[config.mk]
export PLATFORM = sky130hd
export DESIGN_NAME = sgm_isqrt
export DESIGN_NICKNAME = d
export VERILOG_FILES = /design/src/hdl/sgm_pkg.sv /design/src/hdl/sgm_isqrt.sv
export SDC_FILE = /design/constraint.sdc
export NUM_CORES = 1
export LEC_CHECK = 0
export ABC_AREA = 1
export BUFFER_PORTS_ARGS = -buffer_cell sky130_fd_sc_hd__buf_2
export CAP_MARGIN = 20
export CELL_PAD_IN_SITES_DETAIL_PLACEMENT = 0
export CELL_PAD_IN_SITES_GLOBAL_PLACEMENT = 1
export CORE_ASPECT_RATIO = 2
export CORE_MARGIN = 2
export CORE_UTILIZATION = 46
export DETAILED_ROUTE_END_ITERATION = 7
export MAX_ROUTING_LAYER = met4
export PLACE_DENSITY = 0.88
export SYNTH_ARGS = -nofsm -noshare
export SYNTH_HDL_FRONTEND = slang
export SYNTH_SLANG_ARGS = --single-unit
[constraint.sdc]
create_clock -name clock -period 4.8 [get_ports clock]
set_clock_uncertainty 0.15 [all_clocks]
set_input_delay 0.48 -clock clock [delete_from_list [all_inputs] [get_ports clock]]
set_output_delay 0.48 -clock clock [all_outputs]
set_load 0.005 [all_outputs]
[src/hdl/sgm_pkg.sv]
`timescale 1ns / 1ps
// Package for the Scharr gradient block: field widths, filter weights,
// register map, state codes and the structs passed between modules. No dependencies.
package sgm_pkg;

   localparam int PIX_W             = 8;
   localparam int ROW_W             = 12;
   localparam int COL_W             = 10;
   localparam int GRAD_W            = 17;
   localparam int MAG_W             = 17;
   localparam int SQP_W             = 2 * GRAD_W - 2;
   localparam int SQ_W              = SQP_W + 1;
   localparam int TY_W              = 17;
   localparam int IMG_W_W           = 11;
   localparam int IMG_H_W           = 12;
   localparam int MIN_DIM           = 3;
   localparam int W_SIDE            = 47;
   localparam int W_MID             = 162;
   localparam int MAX_WIDTH_DEFAULT = 1024;
   localparam int WIDTH_RESET       = 640;
   localparam int HEIGHT_RESET      = 480;

   localparam int CSR_ADDR_W = 3;
   localparam int CSR_DATA_W = 32;
   localparam logic REG_IDX_WIDTH  = 1'b0;
   localparam logic REG_IDX_HEIGHT = 1'b1;

   localparam int RSP_FIELD_W = ROW_W + COL_W + 2 * GRAD_W + MAG_W;
   localparam int RSP_TDATA_W = ((RSP_FIELD_W + 7) / 8) * 8;
   localparam int RSP_PAD_W   = RSP_TDATA_W - RSP_FIELD_W;

   typedef enum logic [1:0] {
      ST_IDLE,
      ST_FETCH,
      ST_CALC
   } sgm_state_type;

   typedef logic [8:0][PIX_W-1:0] sgm_pix_type;

   typedef struct packed {
      logic        valid;
      sgm_pix_type pixels;
   } sgm_win_type;

   typedef struct packed {
      logic             emit;
      logic             last;
      logic [ROW_W-1:0] row;
      logic [COL_W-1:0] col;
   } sgm_meta_type;

endpackage

[src/hdl/sgm_isqrt.sv]
`timescale 1ns / 1ps
// Iterative integer square root, one result bit per cycle; done holds until ack.
// Uses sgm_pkg.
module sgm_isqrt (
   input  logic                        clock,
   input  logic                        reset,
   input  logic                        start,
   input  logic [sgm_pkg::SQ_W-1:0]    radicand,
   input  logic                        ack,
   output logic                        done,
   output logic [sgm_pkg::MAG_W-1:0]   root
);

   localparam int RADW   = 2 * sgm_pkg::MAG_W;
   localparam int REMW   = sgm_pkg::MAG_W + 2;
   localparam int ACCW   = REMW + 2;
   localparam int STEP_W = $clog2(sgm_pkg::MAG_W);

   logic [RADW-1:0]            rad_ff, rad_in;
   logic [REMW-1:0]            rem_ff, rem_in;
   logic [sgm_pkg::MAG_W-1:0]  root_ff, root_in;
   logic [STEP_W-1:0]          step_ff, step_in;
   logic                       busy_ff, busy_in;
   logic                       done_ff, done_in;
   logic [ACCW-1:0]            acc, sub;

   always_comb begin
      acc     = {rem_ff, rad_ff[RADW-1 -: 2]};
      sub     = ACCW'({root_ff, 2'b01});
      rad_in  = rad_ff;
      rem_in  = rem_ff;
      root_in = root_ff;
      step_in = step_ff;
      busy_in = busy_ff;
      done_in = done_ff;
      if (start) begin
         rad_in  = RADW'(radicand);
         rem_in  = '0;
         root_in = '0;
         step_in = STEP_W'(sgm_pkg::MAG_W - 1);
         busy_in = 1'b1;
         done_in = 1'b0;
      end else if (busy_ff) begin
         rad_in = {rad_ff[RADW-3:0], 2'b00};
         if (acc >= sub) begin
            rem_in  = REMW'(acc - sub);
            root_in = {root_ff[sgm_pkg::MAG_W-2:0], 1'b1};
         end else begin
            rem_in  = REMW'(acc);
            root_in = {root_ff[sgm_pkg::MAG_W-2:0], 1'b0};
         end
         step_in = step_ff - STEP_W'(1);
         if (step_ff == '0) begin
            busy_in = 1'b0;
            done_in = 1'b1;
         end
      end else if (ack) begin
         done_in = 1'b0;
      end
   end

   always_ff @(posedge clock) begin
      if (reset) begin
         busy_ff <= 1'b0;
         done_ff <= 1'b0;
         step_ff <= '0;
      end else begin
         busy_ff <= busy_in;
         done_ff <= done_in;
         step_ff <= step_in;
      end
   end

   always_ff @(posedge clock) begin
      rad_ff  <= rad_in;
      rem_ff  <= rem_in;
      root_ff <= root_in;
   end

   assign done = done_ff;
   assign root = root_ff;

endmodule

==> impl_summary.log <==
INFO  metric critical_path.startpoint = busy_ff
INFO  metric layout_common_cells = sky130_fd_sc_hd__nand2_1, sky130_fd_sc_hd__inv_1, sky130_fd_sc_hd__buf_2
INFO  metric hpwlAfterDp = 8.60 mm
INFO  metric irDropWorstVdd = 0.542 mV
INFO  metric synth.yosys.warnings = 0
INFO  metric power_density = 816 nW/um^2
INFO  metric synth_cell_types = 37
INFO  metric routed-via-count = 4000
INFO  metric mostFrequentLayoutCell = sky130_fd_sc_hd__nand2_1
INFO  metric crit_path_cell_trace = buf_4 > nor2_1 > clkinv_1 > buf_4 > o211ai_1 > inv_1
INFO  metric fp.dieW = 74.5 um
INFO  metric cts.path.max_buffers = 2
INFO  metric timing.max_slew.rel_slack = 0.582
INFO  metric synthesis.instances = 634
INFO  metric run_status = complete, no violations
INFO  metric post_cts_hold_buffers = 0
INFO  metric gr-total-overflow = 0
INFO  metric netlist_area = 4570 sq um
INFO  metric max-cap-violations = 0
INFO  metric crit_path_start_kind = flop
INFO  metric worstPathRequired = 4.87 ns
INFO  metric reg2reg_setup_slack = 2.13 ns
INFO  metric drive_gt1_frac = 0.157
INFO  metric postCtsSetupRepairBufs = 0
INFO  metric cts.root.buffer_cell = sky130_fd_sc_hd__clkbuf_16
INFO  metric initial_antenna_violation_count = 0
INFO  metric cts.sink_count = 77
INFO  metric nNetsFinal = 740
INFO  metric worst_skew_pair.late_latency = 0.33 ns
INFO  metric grt_first_pass_wirelength = 18.3 mm
INFO  metric placement_rows = 51
INFO  metric boundaryPins = 55
INFO  metric max_freq = 375 MHz
INFO  metric finalNonFillerCells = 819
INFO  metric start_util = 0.471
INFO  metric report.final.setup_viol = 0
INFO  metric crit_path_max_fanout = 35
INFO  metric die_height = 145 um
INFO  metric worstMarginPinSlew = 0.627 ns
INFO  metric synth.net_count = 692
INFO  metric post-place-cells = 803
INFO  metric min-delay-start = reset
INFO  metric drt-total-wl = 11.0 mm
INFO  metric drc_errors = 0
INFO  metric max_stage_delay = 0.59 ns
INFO  metric timing.final.max_slew_violations = 0
INFO  metric global_route.usage.total = 0.226
INFO  metric synth_area_per_cell = 7.21 sq um
INFO  metric n_antenna_cell = 0
INFO  metric most_frequent_cell_on_the_critical_path = sky130_fd_sc_hd__buf_4
INFO  metric leakage = 2.77 nW
INFO  metric placement.cell_area = 4910 sq um
INFO  metric worst-setup-path-type = flop to flop
INFO  metric drt-pass1-iter-count = 4
INFO  metric routed_wire_length_per_instance = 13.4 um
INFO  metric cts_resized = 0
INFO  metric drt.antenna.violating_nets = 0
INFO  metric ys_seq_area_frac = 0.410
INFO  metric timing.setup.tns = 0 ns
INFO  metric gp_routability_congestion = 0.864
INFO  metric signed_area_change_from_the_synthesized_netlist_to_the_final_layout = 14.7%
INFO  metric synth_seq_cells = 77
INFO  metric final_hold_viol_count = 0
INFO  metric dr.first_iter.drc_count = 206
INFO  metric fp.dieArea = 10800 sq um
INFO  metric route.detailed.vias_per_inst = 4.88
INFO  metric layout.core_utilization = 0.540
INFO  metric fin_crit = 2.67 ns
INFO  metric cts_clk_pin_slew_worst_paths = 0.06 ns
INFO  metric critical_path.reg2reg.startpoint = busy_ff
INFO  metric cts_inserted_buffers = 9
INFO  metric min_period_over_period = 0.556
INFO  metric io_buffer_count = 54
INFO  metric cts_tree = done
INFO  metric pin_count_of_the_biggest_net_entering_global_routing = 39
INFO  metric crit_slowest_cell = sky130_fd_sc_hd__clkinv_1
INFO  metric finish.instance_area = 5240 sq um
INFO  metric core_area = 9700 sq um
INFO  metric first_global_vias = 4084
INFO  metric critPathArrivalTime = 2.74 ns
INFO  metric cts-htree-levels = 3
INFO  metric hold_class = input pin to flop
INFO  metric crit_path_end_kind = flop
INFO  metric grt_setup_unrepaired = no
[state kept, by name, indices dropped and copies added (netlist names)]
| signal | flops |
|---|---|
| rad_ff | 34 |
| rem_ff | 19 |
| root | 17 |
| step_ff | 5 |
| busy_ff | 1 |
| done | 1 |
[final timing paths]
path | to | depth (start not counted)
setup / recovery | busy_ff | 6
hold / removal | step_ff[4] | 2
setup reg to reg | busy_ff | 6
hold reg to reg | rem_ff[17] | 2
[through the flow]
| step | worst slack (ns) | hold slack, ns | power (mW) |
|---|---|---|---|
| after floorplan | 2.80 | 0.272 | 3.10 |
| after global placement | 2.11 | 0.303 | 3.50 |
| after detailed placement | 2.05 | 0.303 | 3.51 |
| after CTS | 2.13 | 0.177 | 4.28 |
| after global routing | 1.82 | 0.175 | 4.65 |
| final | 2.13 | 0.185 | 4.28 |
[metal layers]
layer | track usage | wire length (um)
met5 | - | 0
met4 | 0.118 | 576
met3 | 0.0375 | 321
met2 | 0.395 | 5940
met1 | 0.232 | 4140
[synthesized netlist by cell type (all sizes together)]
cell type    n  area [sq um]
a211oi       2          15.0
a21oi       15          78.8
a31oi        2          12.5
and2         1          6.26
and3         1          6.26
buf         16           106
clkbuf       4          15.0
clkinv       2          7.51
dfxtp       44           881
edfxtp      33           991
ha          21           263
inv        100           375
nand2      253           988
nand3       50           310
nand4       16           100
nor2        35           159
nor3         3          15.0
o211ai       3          22.5
o21ai        7          35.0
o22ai       16           100
or2          2          12.5
xnor2        3          26.3
xor2         5          43.8
[where the power goes]
| part | total, mW | leakage [nW] | internal, mW | switching (mW) |
|---|---|---|---|---|
| clock | 0.750 | 0.164 | 0.485 | 0.265 |
| combinational | 2.65 | 1.92 | 0.829 | 1.83 |
| sequential | 0.873 | 0.694 | 0.791 | 0.0820 |
| total | 4.28 | 2.77 | 2.10 | 2.17 |
[worst max-delay path, delay by kind of cell (launching register included)]
kind / cells / cell delay [ns]
buf+inv: 4 / 1.44
compound gates: 1 / 0.14
simple gates: 1 / 0.35
flops: 1 / 0.47
[layout make-up]
type	count	area (sq um)
clock buffer	11	253
clock inverter	5	81.3
fill	1022	4460
inverter	102	383
multi-input combinational	435	2190
sequential	77	1870
tap	132	165
timing repair buffer	57	293
[logic make-up after synthesis]
family                   after synthesis  share of synthesized area
AND/OR/NAND/NOR                      361                      0.350
buffers and inverters                122                      0.110
flip-flops                            77                      0.410
AO/OA/AOI/OAI                         45                     0.0578
adder cells (fa/ha/maj)               21                     0.0575
XOR/XNOR                               8                     0.0153
Note: power is estimated with default switching activity, not from simulation.
