File: config.mk
export PLATFORM = sky130hd
export DESIGN_NAME = sgm_grad
export DESIGN_NICKNAME = d
export VERILOG_FILES = /design/src/hdl/sgm_pkg.sv /design/src/hdl/sgm_grad.sv
export SDC_FILE = /design/constraint.sdc
export NUM_CORES = 2
export LEC_CHECK = 0
export ABC_AREA = 1
export BUFFER_PORTS_ARGS = -buffer_cell sky130_fd_sc_hd__clkbuf_2
export CORE_MARGIN = 2
export CORE_UTILIZATION = 25
export DETAILED_ROUTE_END_ITERATION = 10
export HOLD_SLACK_MARGIN = 0.06
export SLEW_MARGIN = 30
export SYNTH_ARGS = -nofsm -noshare
export SYNTH_HDL_FRONTEND = slang
export SYNTH_SLANG_ARGS = --single-unit
File: constraint.sdc
create_clock -name clock -period 7.5 [get_ports clock]
set_clock_uncertainty 0.1 [all_clocks]
set_input_delay 0.375 -clock clock [delete_from_list [all_inputs] [get_ports clock]]
set_output_delay 0.375 -clock clock [all_outputs]
set_load 0.02 [all_outputs]
File: src/hdl/sgm_pkg.sv
`timescale 1ns / 1ps
// Package for the Scharr gradient block: field widths, filter weights,
// register map, state codes and the structs passed between modules. No dependencies.
package sgm_pkg;

   localparam int PIX_W             = 8;
   localparam int ROW_W             = 12;
   localparam int COL_W             = 10;
   localparam int GRAD_W            = 17;
   localparam int MAG_W             = 17;
   localparam int SQP_W             = 2 * GRAD_W - 2;
   localparam int SQ_W              = SQP_W + 1;
   localparam int TY_W              = 17;
   localparam int IMG_W_W           = 11;
   localparam int IMG_H_W           = 12;
   localparam int MIN_DIM           = 3;
   localparam int W_SIDE            = 47;
   localparam int W_MID             = 162;
   localparam int MAX_WIDTH_DEFAULT = 1024;
   localparam int WIDTH_RESET       = 640;
   localparam int HEIGHT_RESET      = 480;

   localparam int CSR_ADDR_W = 3;
   localparam int CSR_DATA_W = 32;
   localparam logic REG_IDX_WIDTH  = 1'b0;
   localparam logic REG_IDX_HEIGHT = 1'b1;

   localparam int RSP_FIELD_W = ROW_W + COL_W + 2 * GRAD_W + MAG_W;
   localparam int RSP_TDATA_W = ((RSP_FIELD_W + 7) / 8) * 8;
   localparam int RSP_PAD_W   = RSP_TDATA_W - RSP_FIELD_W;

   typedef enum logic [1:0] {
      ST_IDLE,
      ST_FETCH,
      ST_CALC
   } sgm_state_type;

   typedef logic [8:0][PIX_W-1:0] sgm_pix_type;

   typedef struct packed {
      logic        valid;
      sgm_pix_type pixels;
   } sgm_win_type;

   typedef struct packed {
      logic             emit;
      logic             last;
      logic [ROW_W-1:0] row;
      logic [COL_W-1:0] col;
   } sgm_meta_type;

endpackage

File: src/hdl/sgm_grad.sv
`timescale 1ns / 1ps
// Four-stage Scharr gradient pipeline: row terms, gradients, squares, sum.
// Uses sgm_pkg.
module sgm_grad (
   input  logic                                clock,
   input  logic                                reset,
   input  logic                                start,
   input  sgm_pkg::sgm_pix_type                pixels,
   output logic                                sq_valid,
   output logic [sgm_pkg::SQ_W-1:0]            sq,
   output logic signed [sgm_pkg::GRAD_W-1:0]   grad_x,
   output logic signed [sgm_pkg::GRAD_W-1:0]   grad_y
);

   localparam int SW = sgm_pkg::GRAD_W + 1;
   localparam int TW = sgm_pkg::PIX_W + 1;
   localparam logic signed [SW-1:0] K_SIDE = SW'(sgm_pkg::W_SIDE);
   localparam logic signed [SW-1:0] K_MID  = SW'(sgm_pkg::W_MID);

   logic                               v1_ff, v2_ff, v3_ff, v4_ff;
   logic signed [TW-1:0]               tx_ff [3];
   logic signed [TW-1:0]               tx_in [3];
   logic [sgm_pkg::TY_W-1:0]           ty_ff [3];
   logic [sgm_pkg::TY_W-1:0]           ty_in [3];
   logic signed [sgm_pkg::GRAD_W-1:0]  gx_ff, gy_ff, gx_in, gy_in;
   logic signed [SW-1:0]               gx_wide, gy_wide;
   logic signed [2*sgm_pkg::GRAD_W-1:0] px, py;
   logic [sgm_pkg::SQP_W-1:0]          sqx_ff, sqy_ff;
   logic [sgm_pkg::SQ_W-1:0]           sum_ff;

   always_comb begin
      for (int k = 0; k < 3; k++) begin
         tx_in[k] = signed'({1'b0, pixels[k*3+2]}) - signed'({1'b0, pixels[k*3]});
         ty_in[k] = sgm_pkg::TY_W'(pixels[k*3]) * sgm_pkg::TY_W'(sgm_pkg::W_SIDE)
                  + sgm_pkg::TY_W'(pixels[k*3+1]) * sgm_pkg::TY_W'(sgm_pkg::W_MID)
                  + sgm_pkg::TY_W'(pixels[k*3+2]) * sgm_pkg::TY_W'(sgm_pkg::W_SIDE);
      end
      gx_wide = K_SIDE * SW'(tx_ff[0]) + K_MID * SW'(tx_ff[1]) + K_SIDE * SW'(tx_ff[2]);
      gy_wide = signed'({1'b0, ty_ff[2]}) - signed'({1'b0, ty_ff[0]});
      gx_in   = sgm_pkg::GRAD_W'(gx_wide);
      gy_in   = sgm_pkg::GRAD_W'(gy_wide);
      px      = gx_ff * gx_ff;
      py      = gy_ff * gy_ff;
   end

   always_ff @(posedge clock) begin
      if (reset) begin
         v1_ff <= 1'b0;
         v2_ff <= 1'b0;
         v3_ff <= 1'b0;
         v4_ff <= 1'b0;
      end else begin
         v1_ff <= start;
         v2_ff <= v1_ff;
         v3_ff <= v2_ff;
         v4_ff <= v3_ff;
      end
   end

   always_ff @(posedge clock) begin
      if (start) begin
         tx_ff <= tx_in;
         ty_ff <= ty_in;
      end
      if (v1_ff) begin
         gx_ff <= gx_in;
         gy_ff <= gy_in;
      end
      if (v2_ff) begin
         sqx_ff <= px[sgm_pkg::SQP_W-1:0];
         sqy_ff <= py[sgm_pkg::SQP_W-1:0];
      end
      if (v3_ff) begin
         sum_ff <= sgm_pkg::SQ_W'(sqx_ff) + sgm_pkg::SQ_W'(sqy_ff);
      end
   end

   assign sq_valid = v4_ff;
   assign sq       = sum_ff;
   assign grad_x   = gx_ff;
   assign grad_y   = gy_ff;

endmodule

==> impl_metrics.env <==
export IMPL_r2r_start="grad_x[16]"
export IMPL_drc=0
export IMPL_seq_area_frac_synth_pct=13.78
export IMPL_synth_top_family_by_area="adder cells"
export IMPL_final_min_clock_period_ns=6.759
export IMPL_nFillCells=17520
export IMPL_hold_buffers=0
export IMPL_dpl_hpwl_microns=82580
export IMPL_crit_family="adder cells"
export IMPL_fp_dieW_microns=408.5
export IMPL_synth_seq_cells=189
export IMPL_grt_ovfl_total=0
export IMPL_slew_headroom_pct=36.27
export IMPL_fin_crit_sh_pct=90.12
export IMPL_grt_pass1_wl_microns=158900
export IMPL_synth_fa_ha_area_share_pct=52.01
export IMPL_crit_path_end_kind="flop"
export IMPL_maxSlewViolCount=0
export IMPL_routed_via_density=4.134
export IMPL_clk_path_buf_depth=2
export IMPL_async_flop_share_pct=0
export IMPL_critPathKind="flop to flop"
export IMPL_multi_input_area_sq_mm=0.02984
export IMPL_startpoint="grad_x[16]"
export IMPL_yosys_area_share_xor_xnor_pct=3.830
export IMPL_drv_cap=0
export IMPL_final_nets=6026
export IMPL_finalSetupTns_ns=0
export IMPL_synth_distinct_cells=55
export IMPL_ff2ff_path_depth=21
export IMPL_diodes=0
export IMPL_cts_resized=0
export IMPL_postLayoutCellArea_sq_mm=0.04470
export IMPL_wl_microns=93680
export IMPL_drive_gt1_share_pct=5.241
export IMPL_worst_pin_slew_ns=0.9560
export IMPL_cp_max_fo=24
export IMPL_numPortBuffers=133
export IMPL_first_pass_iters=5
export IMPL_hp_class="input port to flop"
export IMPL_h_tree_depth=4
export IMPL_grt_use_total_pct=11.68
export IMPL_setup_viol=0
export IMPL_cts_root_buf="clkbuf_16"
export IMPL_die_h_microns=408.5
export IMPL_syn_nets=5934
export IMPL_synthCells=4608
export IMPL_grt_max_degree=63
export IMPL_cts_sinks=189
export IMPL_ios=143
export IMPL_start_kind="flop"
export IMPL_drt_iter0_drc=1342
export IMPL_status="complete, no violations"
export IMPL_holdCritStartpoint="pixels[47]"
export IMPL_antenna_found_initial=5
export IMPL_hold_viol=0
export IMPL_floorplan_initialDensity_pct=25.16
export IMPL_path_buf_inv=5
export IMPL_r2r_slack_ns=0.74
export IMPL_cts_clk_slew_worst_paths_ns=0.07
export IMPL_arrival_ns=6.90
export IMPL_synth_compound_area_share_pct=4.842
export IMPL_drtAntennaViolNets=0
export IMPL_cts_buffers=17
export IMPL_post_cts_buffers=0
export IMPL_r2r_end="sqx_ff[31]"
export IMPL_cts_tree="done"
export IMPL_syn_area_per_cell_sq_um=8.877
export IMPL_die_area_sq_mm=0.1669
export IMPL_seq_area_sq_mm=0.005638
export IMPL_place_area_sq_mm=0.04408
export IMPL_endpoint="sqx_ff[31]"
export IMPL_max_stage_delay_ns=0.95
export IMPL_rsz0062_at_grt="no"
export IMPL_syn_to_final_growth_pct=9.293
export IMPL_max_freq_mhz=148.0
export IMPL_setup_ws_ns=0.7410
export IMPL_pre_cts_ws_ns=0.7543
export IMPL_ys_warn_count=0
export IMPL_path_cells="inv_1, or2_2, fa_1, inv_1, fa_1, fa_1, fa_1, fa_1, inv_1, fa_1, inv_1, ha_1, nand2_1, o21ai_0, nand2_1, nand2_1, nand2_1, nand3_1, inv_1, nand3_1, nand2_1"
export IMPL_wl_per_cell_microns=13.60
export IMPL_critPathRequiredTime_ns=7.64
export IMPL_row_count=148
export IMPL_grt_pass1_vias=31140
export IMPL_place_gp_congestion=0.8912
export IMPL_synth_flop_cell="edfxtp_1"
export IMPL_core_area_sq_mm=0.1626
export IMPL_synth_edff_count=185
export IMPL_worstSkewPairLatency_ns=0.49
export IMPL_critical_path_slowest_cell="edfxtp_1"
export IMPL_yosys_mux_area_fraction_pct=0
export IMPL_cp_depth=21
export IMPL_synth_area_sq_mm=0.04090
export IMPL_vias=28477
export IMPL_yosys_area_share_simple_pct=12.27
export IMPL_crit_path_frequent_cell="fa_1"
## synthesized netlist by cell type, types with 17 or more instances
library cell / number / area share (%)
nor2_1: 194 / 1.8
a21oi_1: 175 / 2.1
nor3_1: 26 / 0.32
fa_1: 749 / 37
o21bai_1: 21 / 0.39
nand3_1: 124 / 1.5
clkbuf_1: 67 / 0.61
a21o_1: 17 / 0.31
inv_1: 1359 / 12
nand2_2: 22 / 0.34
edfxtp_1: 185 / 14
xnor2_1: 44 / 0.94
nand2_1: 766 / 7.0
xor2_1: 133 / 2.8
ha_1: 502 / 15
o21ai_0: 70 / 0.86
nand4_1: 33 / 0.50
## kinds of logic (layout without fill, tap and decap cells)
logic type,count (synthesis),after routing
fa+ha+maj,1251,1251
xor+xnor,178,178
buf+inv,1439,1544
compound gates,343,343
simple gates,1207,1207
flops,189,189
other cells,1,1
## how the worst min path moves through the flow
stage,end,slack (ns),cells after the start
2_1_floorplan,sq[1],0.30,0
3_3_place_gp,sq[1],0.31,0
3_5_place_dp,sq[1],0.33,0
4_1_cts,tx_ff[17],0.16,3
5_1_grt,sq_valid,0.21,2
6_report,tx_ff[17],0.20,3
## cells in the final DEF, fill, tap and decap left out, types with 4 or more instances in the layout
| cell type | n |
|---|---|
| edfxtp_1 | 185 |
| xor2_1 | 133 |
| a21boi_0 | 6 |
| o211ai_1 | 8 |
| ha_1 | 502 |
| clkbuf_2 | 132 |
| inv_6 | 4 |
| nand4_1 | 33 |
| o21bai_1 | 21 |
| nand3b_1 | 8 |
| a31oi_1 | 7 |
| fa_1 | 749 |
| nor3_1 | 26 |
| o31ai_1 | 4 |
| a21oi_1 | 175 |
| inv_1 | 1359 |
| nand2_2 | 22 |
| a21o_1 | 17 |
| or2_2 | 13 |
| nand2_1 | 766 |
| nor2_1 | 194 |
| o21ai_1 | 7 |
| nand3_1 | 124 |
| o21a_1 | 7 |
| xnor2_1 | 44 |
| clkbuf_16 | 17 |
| o21ai_2 | 4 |
| buf_4 | 14 |
| o21ai_0 | 70 |
## worst register-to-register path, stage by stage (launching register included)
cell	delay [ns]
edfxtp_1	0.95
inv_1	0.55
or2_2	0.45
fa_1	0.48
inv_1	0.05
fa_1	0.45
fa_1	0.51
fa_1	0.44
fa_1	0.49
inv_1	0.05
fa_1	0.47
inv_1	0.04
ha_1	0.37
nand2_1	0.12
o21ai_0	0.42
nand2_1	0.09
nand2_1	0.12
nand2_1	0.06
nand3_1	0.14
inv_1	0.06
nand3_1	0.07
nand2_1	0.05
## metal layers
layer	track usage [%]	part of all wire, %
met1	15.86	48
met2	19.87	47
met3	1.697	3.9
met4	2.049	1.2
met5	0	0
## layout make-up
| class | instances | share of cell area [%] |
|---|---|---|
| clock buffers | 17 | 0.9516 |
| flip-flops and latches | 189 | 12.61 |
| clock inverters | 15 | 0.3051 |
| multi-input cells | 2980 | 66.76 |
| inverters | 1360 | 11.42 |
| repair buffers | 152 | 1.867 |
| well taps | 2175 | 6.087 |
## stage by stage
stage | hold WS [ns] | util [%] | std cells
floorplan | 0.3003 | - | 4608
global placement | 0.3135 | 27.11 | 6851
detailed placement | 0.3257 | 27.11 | 6851
CTS | 0.1571 | 27.46 | 6883
global route | 0.2075 | 27.50 | 6888
finish | 0.2027 | 27.50 | 6888
## flip-flops by register name, summed over array words and instances, names as in the netlist
signal	count
v1_ff	1
grad_x	17
grad_y	16
ty_ff	33
sq_valid	1
sq	32
sqy_ff	30
v3_ff	1
sqx_ff	31
tx_ff	26
v2_ff	1
Power is not shown: default switching activity piles up to over one toggle a cycle in this logic, so the estimate is an artifact.
